--- config.mk ---
export PLATFORM = sky130hd
export DESIGN_NAME = patch_color_histogram_core
export DESIGN_NICKNAME = d
export VERILOG_FILES = /design/src/rtl/core/pch_pkg.sv /design/src/rtl/core/pch_lane.sv /design/src/rtl/core/pch_merge.sv /design/src/rtl/core/patch_color_histogram_core.sv
export SDC_FILE = /design/constraint.sdc
export NUM_CORES = 2
export LEC_CHECK = 0
export BUFFER_PORTS_ARGS = -buffer_cell sky130_fd_sc_hd__buf_2
export CAP_MARGIN = 40
export CORE_MARGIN = 1
export CORE_UTILIZATION = 48
export DETAILED_ROUTE_END_ITERATION = 10
export MAX_ROUTING_LAYER = met4
export PLACE_DENSITY_LB_ADDON = 0.2
export SYNTH_ARGS = -nofsm -noshare
export SYNTH_HDL_FRONTEND = slang
export SYNTH_SLANG_ARGS = --single-unit
--- constraint.sdc ---
create_clock -name clk -period 4.9 [get_ports clk]
set_input_delay 0.245 -clock clk [delete_from_list [all_inputs] [get_ports clk]]
set_output_delay 0.245 -clock clk [all_outputs]
set_load 0.02 [all_outputs]
--- src/rtl/core/pch_pkg.sv ---
`default_nettype none

package pch_pkg;

  localparam int CHANNELS = 3;
  localparam int CHAN_W = 2;
  localparam int SAMPLE_W = 8;
  localparam int CFG_W = 5;
  localparam int COUNT_W = 11;
  localparam int BIN_OUT_W = 4;
  localparam int RECIP_W = 13;
  localparam int RECIP_SHIFT = 16;
  localparam int PROD_W = SAMPLE_W + RECIP_W;
  localparam int IN_TDATA_W = CHANNELS * SAMPLE_W;
  localparam int OUT_TDATA_W = 24;
  localparam int OUT_PAD_W = OUT_TDATA_W - CHAN_W - BIN_OUT_W - COUNT_W;

  localparam int DEF_MAX_BINS = 16;
  localparam int DEF_MAX_PATCH_PIXELS = 1024;
  localparam logic [CFG_W-1:0] RESET_BINS = 5'd16;
  localparam logic [CHAN_W-1:0] LAST_CHAN = CHAN_W'(CHANNELS - 1);

  typedef enum logic {
    ST_IDLE,
    ST_DRAIN
  } drain_state_t;

  typedef struct packed {
    logic load;
    logic update;
    logic clear;
  } lane_ctrl_t;

  typedef struct packed {
    logic busy;
    logic clear;
  } drain_stat_t;

  // Bins in use after clamping to the range one to max_n.
  function automatic logic [CFG_W-1:0] active_bins(input logic [CFG_W-1:0] value,
                                                   input logic [CFG_W-1:0] max_n);
    logic [CFG_W-1:0] n;
    n = value;
    if (n == '0) begin
      n = CFG_W'(1);
    end
    if (n > max_n) begin
      n = max_n;
    end
    return n;
  endfunction

  // Rounded-up reciprocal 2^16 / (255 / n). The product with an 8-bit sample,
  // shifted down by sixteen, gives the exact quotient by the bin width.
  function automatic logic [RECIP_W-1:0] recip_of(input logic [CFG_W-1:0] n);
    logic [RECIP_W-1:0] r;
    unique case (n)
      5'd1:    r = 13'd258;
      5'd2:    r = 13'd517;
      5'd3:    r = 13'd772;
      5'd4:    r = 13'd1041;
      5'd5:    r = 13'd1286;
      5'd6:    r = 13'd1561;
      5'd7:    r = 13'd1821;
      5'd8:    r = 13'd2115;
      5'd9:    r = 13'd2341;
      5'd10:   r = 13'd2622;
      5'd11:   r = 13'd2850;
      5'd12:   r = 13'd3121;
      5'd13:   r = 13'd3450;
      5'd14:   r = 13'd3641;
      5'd15:   r = 13'd3856;
      5'd16:   r = 13'd4370;
      5'd17:   r = 13'd4370;
      5'd18:   r = 13'd4682;
      5'd19:   r = 13'd5042;
      5'd20:   r = 13'd5462;
      5'd21:   r = 13'd5462;
      default: r = 13'd258;
    endcase
    return r;
  endfunction

endpackage

`default_nettype wire

--- src/rtl/core/pch_lane.sv ---
`default_nettype none

module pch_lane import pch_pkg::*; #(
  parameter int MAX_BINS = DEF_MAX_BINS,
  parameter int MAX_PATCH_PIXELS = DEF_MAX_PATCH_PIXELS,
  localparam int BIN_W = (MAX_BINS > 1) ? $clog2(MAX_BINS) : 1
) (
  input  wire logic                 clk,
  input  wire logic                 rst,
  input  wire lane_ctrl_t           ctrl,
  input  wire logic [SAMPLE_W-1:0]  sample,
  input  wire logic [RECIP_W-1:0]   recip,
  input  wire logic [CFG_W-1:0]     nlast,
  input  wire logic [BIN_W-1:0]     rd_bin,
  output logic      [COUNT_W-1:0]   rd_count
);

  localparam int ALL_ONES = (1 << COUNT_W) - 1;
  localparam logic [COUNT_W-1:0] COUNT_CAP =
    COUNT_W'((MAX_PATCH_PIXELS < ALL_ONES) ? MAX_PATCH_PIXELS : ALL_ONES);

  logic [PROD_W-1:0]  prod;
  logic [CFG_W-1:0]   quot;
  logic [CFG_W-1:0]   bin;
  logic [COUNT_W-1:0] counts [MAX_BINS];

  always_ff @(posedge clk) begin
    if (ctrl.load) begin
      prod <= PROD_W'(sample) * PROD_W'(recip);
    end
  end

  always_comb begin
    quot = prod[PROD_W-1:RECIP_SHIFT];
    bin = (quot > nlast) ? nlast : quot;
  end

  always_ff @(posedge clk) begin
    if (rst || ctrl.clear) begin
      for (int j = 0; j < MAX_BINS; j++) begin
        counts[j] <= '0;
      end
    end else if (ctrl.update) begin
      for (int j = 0; j < MAX_BINS; j++) begin
        if (bin == CFG_W'(j) && counts[j] < COUNT_CAP) begin
          counts[j] <= counts[j] + 1'b1;
        end
      end
    end
  end

  assign rd_count = counts[rd_bin];

endmodule

`default_nettype wire

--- src/rtl/core/pch_merge.sv ---
`default_nettype none

module pch_merge import pch_pkg::*; #(
  parameter int MAX_BINS = DEF_MAX_BINS,
  localparam int BIN_W = (MAX_BINS > 1) ? $clog2(MAX_BINS) : 1
) (
  input  wire logic                   clk,
  input  wire logic                   rst,
  input  wire logic                   start,
  input  wire logic [CFG_W-1:0]       nlast,
  input  wire logic [COUNT_W-1:0]     rd_count [CHANNELS],
  output logic      [BIN_W-1:0]       rd_bin,
  output drain_stat_t                 stat,
  output logic                        m_axis_tvalid,
  input  wire logic                   m_axis_tready,
  // Fields from bit 0: channel_index, bin_index, bin_count, zero fill.
  output logic      [OUT_TDATA_W-1:0] m_axis_tdata,
  output logic                        m_axis_tlast
);

  drain_state_t state, state_next;
  logic [CHAN_W-1:0]          rd_chan;
  logic                       load;
  logic                       final_bin;
  logic [BIN_W+BIN_OUT_W-1:0] bin_ext;
  logic [CHAN_W-1:0]          out_chan;
  logic [BIN_OUT_W-1:0]       out_bin;
  logic [COUNT_W-1:0]         out_count;

  always_comb begin
    state_next = state;
    unique case (state)
      ST_IDLE: begin
        if (start) begin
          state_next = ST_DRAIN;
        end
      end
      ST_DRAIN: begin
        if (load && final_bin) begin
          state_next = ST_IDLE;
        end
      end
      default: state_next = ST_IDLE;
    endcase
  end

  always_comb begin
    stat.busy = (state == ST_DRAIN);
    load = stat.busy && (!m_axis_tvalid || m_axis_tready);
    final_bin = (rd_chan == LAST_CHAN) && (CFG_W'(rd_bin) == nlast);
    stat.clear = load && final_bin;
    bin_ext = {{BIN_OUT_W{1'b0}}, rd_bin};
  end

  always_ff @(posedge clk) begin
    if (rst) begin
      state <= ST_IDLE;
      rd_chan <= '0;
      rd_bin <= '0;
      m_axis_tvalid <= 1'b0;
    end else begin
      state <= state_next;
      if (load) begin
        m_axis_tvalid <= 1'b1;
        if (CFG_W'(rd_bin) == nlast) begin
          rd_bin <= '0;
          rd_chan <= final_bin ? '0 : rd_chan + 1'b1;
        end else begin
          rd_bin <= rd_bin + 1'b1;
        end
      end else if (m_axis_tready) begin
        m_axis_tvalid <= 1'b0;
      end
    end
  end

  always_ff @(posedge clk) begin
    if (load) begin
      out_chan <= rd_chan;
      out_bin <= bin_ext[BIN_OUT_W-1:0];
      out_count <= rd_count[rd_chan];
      m_axis_tlast <= final_bin;
    end
  end

  assign m_axis_tdata = {{OUT_PAD_W{1'b0}}, out_count, out_bin, out_chan};

endmodule

`default_nettype wire

--- src/rtl/core/patch_color_histogram_core.sv ---
// Per-channel colour histogram of an image patch.
// The slave stream takes one pixel per transaction: three 8-bit channel
// samples in s_axis_tdata and s_axis_tlast on the patch's final pixel.
// Each channel has its own lane that bins its sample by the configured
// bin width and counts hits with saturation; pixels are taken one per cycle
// outside a drain. From the cycle after the final pixel the block takes no
// pixels until its drain ends and drains the 3 * bins counts on the master
// stream, channel 0 first, bins in ascending order, with m_axis_tlast on
// the very last count. The final pixel's flags are registered in p_valid
// and p_last, which start the drain state, and each count is registered
// for output; one count leaves per cycle while the receiver is ready; a
// stall holds the current count and the drain resumes when m_axis_tready
// returns. After the last count is loaded the counters are cleared and
// pixels of the next patch are taken again. cfg_we with cfg_wdata sets the
// bins in use and is only to be written while the block is idle. Reset
// sets sixteen bins, clears all counters and empties the output register.
`default_nettype none

module patch_color_histogram_core import pch_pkg::*; #(
  parameter int MAX_BINS = DEF_MAX_BINS,
  parameter int MAX_PATCH_PIXELS = DEF_MAX_PATCH_PIXELS
) (
  input  wire logic                   clk,
  input  wire logic                   rst,
  input  wire logic                   cfg_we,
  input  wire logic [CFG_W-1:0]       cfg_wdata,
  input  wire logic                   s_axis_tvalid,
  output logic                        s_axis_tready,
  // Fields from bit 0: chan0_value, chan1_value, chan2_value.
  input  wire logic [IN_TDATA_W-1:0]  s_axis_tdata,
  input  wire logic                   s_axis_tlast,
  output logic                        m_axis_tvalid,
  input  wire logic                   m_axis_tready,
  // Fields from bit 0: channel_index, bin_index, bin_count, zero fill.
  output logic      [OUT_TDATA_W-1:0] m_axis_tdata,
  output logic                        m_axis_tlast
);

  localparam int BIN_W = (MAX_BINS > 1) ? $clog2(MAX_BINS) : 1;
  localparam logic [CFG_W-1:0] MAX_N = CFG_W'(MAX_BINS);

  logic [RECIP_W-1:0] recip;
  logic [CFG_W-1:0]   nlast;
  logic [CFG_W-1:0]   n_wr;
  logic               p_valid;
  logic               p_last;
  logic               accept;
  lane_ctrl_t         lane_ctrl;
  drain_stat_t        stat;
  logic [BIN_W-1:0]   rd_bin;
  logic [COUNT_W-1:0] rd_count [CHANNELS];

  assign n_wr = active_bins(cfg_wdata, MAX_N);

  always_ff @(posedge clk) begin
    if (rst) begin
      recip <= recip_of(active_bins(RESET_BINS, MAX_N));
      nlast <= active_bins(RESET_BINS, MAX_N) - 1'b1;
    end else if (cfg_we) begin
      recip <= recip_of(n_wr);
      nlast <= n_wr - 1'b1;
    end
  end

  assign s_axis_tready = !(p_valid && p_last) && !stat.busy;
  assign accept = s_axis_tvalid && s_axis_tready;

  always_ff @(posedge clk) begin
    if (rst) begin
      p_valid <= 1'b0;
      p_last <= 1'b0;
    end else begin
      p_valid <= accept;
      p_last <= accept && s_axis_tlast;
    end
  end

  always_comb begin
    lane_ctrl.load = accept;
    lane_ctrl.update = p_valid;
    lane_ctrl.clear = stat.clear;
  end

  for (genvar c = 0; c < CHANNELS; c++) begin : g_lane
    pch_lane #(
      .MAX_BINS(MAX_BINS),
      .MAX_PATCH_PIXELS(MAX_PATCH_PIXELS)
    ) u_lane (
      .clk(clk),
      .rst(rst),
      .ctrl(lane_ctrl),
      .sample(s_axis_tdata[c*SAMPLE_W +: SAMPLE_W]),
      .recip(recip),
      .nlast(nlast),
      .rd_bin(rd_bin),
      .rd_count(rd_count[c])
    );
  end

  pch_merge #(
    .MAX_BINS(MAX_BINS)
  ) u_merge (
    .clk(clk),
    .rst(rst),
    .start(p_valid && p_last),
    .nlast(nlast),
    .rd_count(rd_count),
    .rd_bin(rd_bin),
    .stat(stat),
    .m_axis_tvalid(m_axis_tvalid),
    .m_axis_tready(m_axis_tready),
    .m_axis_tdata(m_axis_tdata),
    .m_axis_tlast(m_axis_tlast)
  );

endmodule

`default_nettype wire
# Yosys cells after proc, flatten, opt, wreduce, memory -nomap -nowiden
# Memories as Yosys holds them, arrays and structs flattened. A register that Yosys moved wholly into a read port is not among the register bits.
# Cells that the tools add are included.
# totals
mem_bits_rw,528
mem_bits_ro,416
memories,4
out_inout_bits,27
elab_cells,551
regBits,96
# mem_list
memory,words,width,read_ports,rd_ports_with_merged_regs,wr,line_no,text
(name not given),32,13,1,1,0,pch_pkg.sv:57,unique case (n)
g_lane[0].u_lane.counts,16,11,17,1,16,pch_lane.sv:25,logic [COUNT_W-1:0] counts [MAX_BINS];
g_lane[1].u_lane.counts,16,11,17,1,16,pch_lane.sv:25,
g_lane[2].u_lane.counts,16,11,17,1,16,pch_lane.sv:25,
# classes
mux,263
n_reduce_logical,66
add_sub_neg,51
n_bitwise,50
multipliers,3
eq_ne,47
order_cmp,53
# op_table
operator,count
11-bit 2-to-1 mux,50
"11-bit by 1-bit adder with 11-bit output, second input constant",48
"11-bit < comparator, second input constant",48
1-bit 2-to-1 mux,198
"5-bit by 4-bit equality test with 1-bit output, second input constant",24
8-bit by 13-bit multiplier with 21-bit output,3
"5-bit by 3-bit equality test with 1-bit output, second input constant",12
1-bit logical AND,55
1-bit bitwise OR,48
"5-bit by 2-bit equality test with 1-bit output, second input constant",6
4-bit 2-to-1 mux,7
5-bit 2-to-1 mux,5
11-bit binary-select mux with 2-bit select,1
5-bit logical NOT,4
"5-bit by 1-bit equality test with 1-bit output, second input constant",3
5-bit greater-than comparator,3
4-bit by 5-bit equality test with 1-bit output,1
"5-bit greater-than comparator, second input constant",1
"5-bit by 1-bit subtractor with 5-bit output, second input constant",1
"4-bit by 1-bit adder with 4-bit output, second input constant",1
"3-bit >= comparator, second input constant",1
1-bit logical NOT,3
2-bit inverter with 3-bit output,1
"2-bit by 1-bit adder with 2-bit output, second input constant",1
7 further kinds,8

# Depth between registers and ports, before layout
# depth
ltp_word,9
depth_mapped,19

# Hierarchy
# A second synthesis with hierarchy kept.
# hier_totals
cells_unflattened,3936
hier_area_um2,43606.8
# modules_own_cells
mod,area_each_um2,instances,seq_area_each_um2,cells_per_inst
pch_lane at g_lane[0].u_lane,14052.2,1,5435.2,1241
pch_lane at g_lane[1].u_lane,13731.9,1,5435.2,1246
pch_lane at g_lane[2].u_lane,13452.9,1,5435.2,1212
pch_merge,1288.7,1,700.7,115
patch_color_histogram_core,1081.0,1,400.4,122

# Least setup slack after synthesis
# No wires, ideal clock.
# synth_timing
path_type,register to register
startpoint,register recip[0]
endpoint,"register g_lane[0].u_lane.prod[20], data pin"
path_stages_with_launch,19
setup_time_ns,0.260
setup_slack_ns,0.116
period_less_slack_ns,4.784
arrival_ns,4.524
n_path_buf,2
cell_sequence,dfxtp_1 clkbuf_1 clkbuf_1 nand2_1 fa_1 fa_1 inv_1 fa_1 inv_1 fa_1 inv_1 ha_1 o21ai_0 nor2_1 nor4_1 o2111ai_1 a221oi_1 o21bai_1 xnor2_1
# synth_between
elab_chain_len,1
# synth_rtl
item,line_no,text
from (decl),patch_color_histogram_core.sv:42,logic [RECIP_W-1:0] recip;
8-bit by 13-bit multiplier with 21-bit output,pch_lane.sv:29,prod <= PROD_W'(sample) * PROD_W'(recip);
to (signal assigned),pch_lane.sv:29,
to (decl),pch_lane.sv:22,logic [PROD_W-1:0] prod;
# Every way passes these cells.
# A chain may end at the register's enable or synchronous reset.

# Worst setup path in the final report
# layout_timing
startpoint,register recip[2]
endpoint,"register g_lane[1].u_lane.prod[19], data pin"
# layout_between
elab_chain_len,1
# layout_rtl
item,line_no
8-bit by 13-bit multiplier with 21-bit output,pch_lane.sv:29
to (signal assigned),pch_lane.sv:29
to (decl),pch_lane.sv:22
# Every way passes these cells.

==> results_dict.tcl <==
set metrics [dict create \
    placed_area_um2 44600 \
    cp.arrival_ns 5.07 \
    relSlewSlack_pct 39.9 \
    grt_usage_pct 24.5 \
    critPathCaptureType "flip-flop" \
    cap_violations 0 \
    hold_start "cfg_wdata[4]" \
    hold_viol 0 \
    vias 29300 \
    layout.cell_area.non_filler_um2 47000 \
    clock_latency_ns 0.63 \
    setup_violations 0 \
    cp.required_ns 5.27 \
    initial_core_util_pct 48.5 \
    syn2layout_area_growth_pct 9.67 \
    dr.pass1.iters 5 \
    vias_per_cell 5.63 \
    synth_top_flop_cell "edfxtp_1" \
    skew_ns 0.0301 \
    drt_first_iter_violations 2361 \
    routed_wl_um 105000 \
    layout_commonest_cell "nor2_1" \
    gp_congestion 0.880 \
    post-route-min-period_ns 4.70 \
    avgSynthCellArea_um2 11.0 \
    ys_types 72 \
    routedWlPerCell_um 20.1 \
    core-area_um2 88400 \
    timing.rr.start "recip[2]" \
    grt_pass1_vias 29300 \
    dieArea_um2 90500 \
    antenna_found_initial 1 \
    synthArstFlopShare_pct 0 \
    worstMarginPinSlew_ns 0.897 \
    layout.nets 4403 \
    die_h_um 301 \
    fill_cells 7789 \
    grt_pass1_wl_um 169000 \
    min_to "recip[7]" \
    synth_area_leader_cell "edfxtp_1" \
    status "finished clean" \
    r2r_end "g_lane[1].u_lane.prod[19]" \
    synthTopCellsByArea "edfxtp_1 (39%), fa_1 (9.1%), mux4_2 (8.7%)" \
    yosysWarnings 0 \
    die_x_um 301 \
    rr_worst_depth 18 \
    io_buffer_count 54 \
    cts_tree "yes" \
    synth_edf_count 561 \
    cts_buffer_depth 3 \
    path_max_fanout 9 \
    netlist_instances 3911 \
    netlist.area_leader.share_pct 39.3 \
    clk_pin_slew_ns 0.06 \
    cts_inserted_buffers 70 \
    numClockSinks 593 \
    final_antenna_net_count 0 \
    post-route-period-util_pct 96.0 \
    start_kind "flip-flop" \
    hold_path_class "in -> reg" \
    htree_num_levels 3 \
    power_density_nw_per_um2 299 \
    overflow 0 \
    timing.fmax_mhz 213 \
    final_cell_mix "nor2_1 (599), edfxtp_1 (561), inv_1 (311)" \
    hold_path_depth 3 \
    cts_root_buffer "clkbuf_16" \
    ys_seq_area_share_pct 40.8 \
    drc 0 \
    antennaDiodeCount 0 \
    drive_above_1_share_pct 12.8 \
    leakage_nw 18.0 \
    critical_path_class "reg -> reg" \
    hpwl_um 78500 \
    ios 62 \
    syn_area_um2 42900 \
    final_util_pct 53.2 \
    grt_start_max_net_pins 71 \
    rows 109 \
    synth-seq-cells 593 \
    timing.reg2reg.setup_slack_ns 0.20 \
    vdd_drop_max_uv 270 \
    slew_violations 0 \
]
==> stage by stage <==
stage          setup slack [ns]  hold slack (ns)  std cells  power, mW  TNS [ns]
6_report                  0.198           0.0694       5205       14.1         0
5_1_grt                -0.00624           0.0747       5205       14.8  -0.00624
4_1_cts                  0.0299           0.0508       5201       14.2         0
3_5_place_dp            -0.0327            0.498       5073       8.99   -0.0327
3_3_place_gp             0.0235            0.502       5069       8.94         0
2_1_floorplan             0.116            0.325       3917       8.16         0
==> metal layers <==
| metal | global-route usage, % | wire [um] | part of all wire, % |
|---|---|---|---|
| met4 | 6.02 | 2490 | 2.4 |
| met5 | - | 0 | 0 |
| met3 | 3.04 | 5530 | 5.3 |
| met2 | 37.7 | 48600 | 46 |
| met1 | 34.6 | 48200 | 46 |
==> synth_stat cells, drive strengths merged (4+ instances only) <==
master / count
nand2: 216
o211ai: 5
inv: 313
a41oi: 4
dfxtp: 32
a21o: 10
buf: 95
ha: 185
and2: 259
a31oi: 22
a21oi: 34
mux2: 5
nand4: 29
and3: 113
o31ai: 25
clkbuf: 85
xor2: 272
nor4: 14
nand3: 282
a211oi: 9
nor2: 610
nor3: 33
xnor2: 155
fa: 195
mux4: 166
edfxtp: 561
or4: 18
nor2b: 12
a22oi: 14
nand2b: 10
nand4b: 8
o21ai: 53
mux2i: 24
nor4b: 5
o21bai: 5
nand3b: 4
==> cell families (layout without fill, tap and decap cells) <==
group                      Yosys count  after routing  share of synthesized area, %
AOI/OAI and AO/OA                  197            197                          2.95
muxes                              195            195                          9.42
DFF                                593            593                          40.8
other                                1              7                       0.00875
xor gates and xnor gates           427            427                          8.74
and+or+nand+nor                   1625           1625                          18.6
adders and majority gates          380            380                          14.5
buffers and inverters              493            616                          5.01
==> power by group <==
| part | switching (mW) | leakage, nW | internal, mW |
|---|---|---|---|
| Clock | 2.20 | 1.08 | 2.96 |
| Sequential | 0.410 | 6.02 | 5.90 |
| Combinational | 1.51 | 10.9 | 1.08 |
==> sequential cells by signal, summed over array words and instances (netlist names), named ones only <==
register,count
p_valid,1
recip,13
p_last,1
u_merge.m_axis_tvalid,1
u_merge.rd_chan,2
u_merge.out_count,11
u_merge.out_bin,4
g_lane.u_lane.counts,528
u_merge.rd_bin,4
g_lane.u_lane.prod,15
u_merge.m_axis_tlast,1
nlast,5
u_merge.out_chan,2
u_merge.state,1
==> area by class of cell <==
class                      count  area, um^2  share of cell area, %
clock buffer                  85        1840                   3.92
clock inverter                39         382                  0.812
multi-input combinational   2831       23300                   49.6
sequential                   593       17500                   37.3
timing repair buffer         179        1330                   2.83
tap                         1165        1460                   3.10
inverter                     313        1170                   2.50
==> critical path: stages, from the launching register on <==
cell and delay [ns]:
dfxtp_4 0.37, buf_4 0.17, buf_4 0.15, and2_1 0.14, fa_1 0.45, fa_1 0.55
inv_1 0.05, fa_1 0.47, fa_1 0.55, inv_1 0.04, ha_1 0.30, o211ai_1 0.23
o211ai_1 0.11, o21ai_1 0.18, buf_4 0.14, a31oi_1 0.08, o21ai_1 0.21, nor2b_2 0.18
xnor2_1 0.06
==> worst max-delay path by stage <==
stage,start,end,cells past startpoint
after global placement,recip[3],g_lane[1].u_lane.prod[19],17
after floorplan,recip[0],g_lane[0].u_lane.prod[20],18
after CTS,recip[7],g_lane[2].u_lane.prod[20],17
after detailed placement,recip[2],g_lane[1].u_lane.prod[19],18
final,recip[2],g_lane[1].u_lane.prod[19],18
after global routing,recip[2],g_lane[1].u_lane.prod[19],18
==> timing repair <==
action | in CTS | in global routing
cloned | 0 | 2
endpoints found under the hold margin | 4 | 0
resized for setup | 1 | 24
pin swaps | 0 | 5
setup buffers | 0 | 2
setup endpoints to repair | 1 | 12
hold buffers | 4 | 0
Power figures use the tool's default switching activity.
